$ cat config.mk
export PLATFORM = sky130hd
export DESIGN_NAME = vocd_ram
export DESIGN_NICKNAME = d
export VERILOG_FILES = /design/src/vocd_ram.sv
export SDC_FILE = /design/constraint.sdc
export NUM_CORES = 1
export LEC_CHECK = 0
export BUFFER_PORTS_ARGS = -buffer_cell sky130_fd_sc_hd__buf_4
export CAP_MARGIN = 10
export CORE_ASPECT_RATIO = 0.75
export CORE_UTILIZATION = 40
export CTS_CLUSTER_DIAMETER = 40
export DETAILED_ROUTE_END_ITERATION = 7
export GPL_ROUTABILITY_DRIVEN = 0
export SLEW_MARGIN = 5
export SYNTH_ARGS = -nofsm -noshare
export SYNTH_HDL_FRONTEND = slang
export SYNTH_SLANG_ARGS = --single-unit
export TNS_END_PERCENT = 50
$ cat constraint.sdc
create_clock -name clk -period 1.8 [get_ports clk]
set_clock_uncertainty 0.2 [all_clocks]
set_input_delay 0.18 -clock clk [delete_from_list [all_inputs] [get_ports clk]]
set_output_delay 0.18 -clock clk [all_outputs]
set_load 0.02 [all_outputs]
$ cat src/vocd_ram.sv
// Generic single-port synchronous RAM with registered read.
// No dependencies.
module vocd_ram #(
  parameter int WIDTH = 8,
  parameter int DEPTH = 16
) (
  input  logic                     clk,
  input  logic                     we,
  input  logic [$clog2(DEPTH)-1:0] addr,
  input  logic [WIDTH-1:0]         wdata,
  output logic [WIDTH-1:0]         rdata
);
  logic [WIDTH-1:0] mem [DEPTH];

  always_ff @(posedge clk) begin
    if (we) begin
      mem[addr] <= wdata;
    end
    rdata <= mem[addr];
  end
endmodule

==> impl_metrics.tcl <==
set metrics [dict create \
    fin_crit_sh 0.8540 \
    synth-adder-area-share 0 \
    dr.pass1.iters 5 \
    num_io_pins 22 \
    fmax_mhz 650.5 \
    intPower_mw 5.727 \
    drc 0 \
    dieArea_sq_mm 0.01313 \
    power_frac_seq 0.498 \
    fin_crit_ns 1.537 \
    clockPowerShare 0.446 \
    synth_nets 244 \
    min_path_type "in2reg" \
    portBuffers 21 \
    pwr-share-comb 0.056 \
    synthCells 230 \
    ir_worst_vdd_uv 715.2 \
    cts_inserted_buffers 17 \
    swShare 0.1998 \
    clkTransAtPathRegs_ns 0.05 \
    reg2reg_setup_slack_ns 0.26 \
    n_antenna_cell 0 \
    cellLeakagePower_nw 2.126 \
    via_per_inst 5.131 \
    fp.dieW_microns 132.0 \
    first_global_vias 2727 \
    end_kind "register" \
    core-area_sq_mm 0.01231 \
    cts.sinks 136 \
    post_cts_buffers 0 \
    switching_power_mw 1.430 \
    cp_data_required_time_ns 1.88 \
    finalPower_mw 7.158 \
    grt_pass1_wl_microns 16210 \
    vias 2468 \
    yosysWarnings 0 \
    die_height_microns 99.48 \
    crit_arrival_ns 1.62 \
    hold_viol 0 \
    avgSynthCellArea_sq_um 22.03 \
    syn_area_sq_mm 0.005067 \
    yosys_register_bits 136 \
    hpwlAfterDp_microns 6619 \
    grt_use_total 0.1772 \
    timing.rr.end "rdata[6]$_DFF_P_" \
    maxCapViolCount 0 \
    routed_wl_microns 10040 \
    hold_depth 4 \
    globalRouteOverflowTotal 0 \
    slew_headroom 0.4984 \
    wl_per_cell_microns 20.86 \
    final_cell_mix "edfxtp_1, buf_4, mux4_2, clkbuf_16, a22oi_1" \
    crit_type "reg2reg" \
    slew_violations 0 \
    insertion_delay_ns 0.41 \
    cts_tree "built" \
    grt_setup_unrepaired "no" \
    synthMuxAreaShare 0.1422 \
    synth-simple-area-share 0.03210 \
    grt_max_degree 17 \
    utilization 0.5119 \
    htreeDepth 4 \
    drive_gt1_frac 0.3746 \
    synth_top_family_by_area "multiplexers" \
    power.density_mw_per_mm2 1136 \
    crit_path_end "rdata[6]$_DFF_P_" \
    startpoint_type "register" \
    startpoint "mem[9][6]$_DFFE_PP_" \
    r2r-start "mem[9][6]$_DFFE_PP_" \
    final_common_cell "edfxtp_1" \
    cts_buffer_depth 2 \
    rows 35 \
    setup_violations 0 \
    status "finished clean" \
    syn_to_final_growth_pct 24.32 \
    ant_nets 0 \
    synth_compound_area_frac 0.02370 \
    initial_utilization 0.4118 \
    synth.distinct_cells 18 \
    crit_fanout 1 \
    worst-r2r-cell-count 3 \
    final_nets 316 \
    drtIter0Drc 228 \
    synth-xor-area-share 0 \
    root_buffer "clkbuf_16" \
    ys_seq_area_frac 0.7901 \
    antenna_found_initial 0 \
    tightest_slew_ns 0.7509 \
]
worst max-delay path: stages, from the launching register on:
cell      delay (ns)
edfxtp_1        0.38
mux4_2          0.47
a22oi_1         0.26
nand2_1         0.10
registers in the layout (all words and copies together) (netlist names):
name,count
mem,128
rdata,8
per-stage QoR:
stage | TNS [ns] | setup WS (ns) | hold WS, ns | instances | area, sq um
6_report | 0 | 0.2628 | 0.1389 | 481 | 6300
5_1_grt | 0 | 0.2145 | 0.1484 | 481 | 6300
4_1_cts | 0 | 0.2450 | 0.1204 | 481 | 6300
3_5_place_dp | 0 | 0.02084 | 0.2994 | 441 | 5665
3_3_place_gp | 0 | 0.01972 | 0.2897 | 441 | 5665
2_1_floorplan | -0.7420 | -0.01811 | 0.07887 | 230 | 5072
per-layer routing:
metal  part of all wire  up-vias  GRT usage  wire [microns]
li1                   -     1105          -               -
met1               0.47     1308     0.2482            4765
met2               0.48       49     0.2601            4785
met3              0.042        6    0.05556             417
met4             0.0067        0    0.06977              67
met5                  0        -          0               0
power by group through the flow:
stage / clock network (mW) / logic [mW] / registers [mW]
floorplan: 0 / 0.183 / 3.65
global placement: 0 / 0.391 / 3.63
detailed placement: 0 / 0.397 / 3.63
CTS: 3.27 / 0.412 / 3.57
global route: 3.42 / 0.439 / 3.57
finish: 3.19 / 0.404 / 3.56
kinds of logic (layout without fill, tap and decap cells):
kind of cell           Yosys count  count (layout)
DFF                            136             136
and+or+nand+nor                 35              35
muxes                           32              32
AOI/OAI and AO/OA               16              16
buffers and inverters           11              96
timing repair:
action	4_1_cts	5_1_grt
hold endpoints to repair	128	0
hold buffers	8	0
gates resized for setup	0	0
cells in the mapped netlist:
cell type | number | area [sq um]
a22oi_1 | 16 | 120.1
and2_1 | 1 | 6.260
buf_1 | 4 | 15.01
buf_2 | 2 | 10.01
buf_6 | 2 | 22.52
clkbuf_1 | 2 | 7.510
clkbuf_2 | 1 | 5.000
dfxtp_1 | 8 | 160.2
edfxtp_1 | 128 | 3844
mux4_2 | 32 | 720.7
nand2_1 | 9 | 33.78
nand2b_1 | 2 | 12.51
nand3_1 | 1 | 5.000
nand3b_1 | 2 | 15.01
nor2_1 | 13 | 48.80
nor2b_1 | 2 | 12.51
nor3_1 | 4 | 20.02
or3b_2 | 1 | 8.760
cell type report:
class,instances,area (sq um)
Multi-Input combinational cell,83,1008
Clock inverter,8,72.57
Sequential cell,136,4004
Timing Repair Buffer,64,525.5
Fill cell,974,6006
Clock buffer,24,481.7
Tap cell,166,207.7
worst min-delay path by stage:
stage              from              endpoint  slack (ns)
4_1_cts         addr[0]      rdata[3]$_DFF_P_        0.12
2_1_floorplan  wdata[0]   mem[0][0]$_DFFE_PP_        0.08
3_3_place_gp   wdata[2]  mem[15][2]$_DFFE_PP_        0.29
3_5_place_dp   wdata[2]  mem[15][2]$_DFFE_PP_        0.30
5_1_grt         addr[0]      rdata[3]$_DFF_P_        0.15
6_report        addr[0]      rdata[3]$_DFF_P_        0.14
Power figures use the tool's default switching activity.
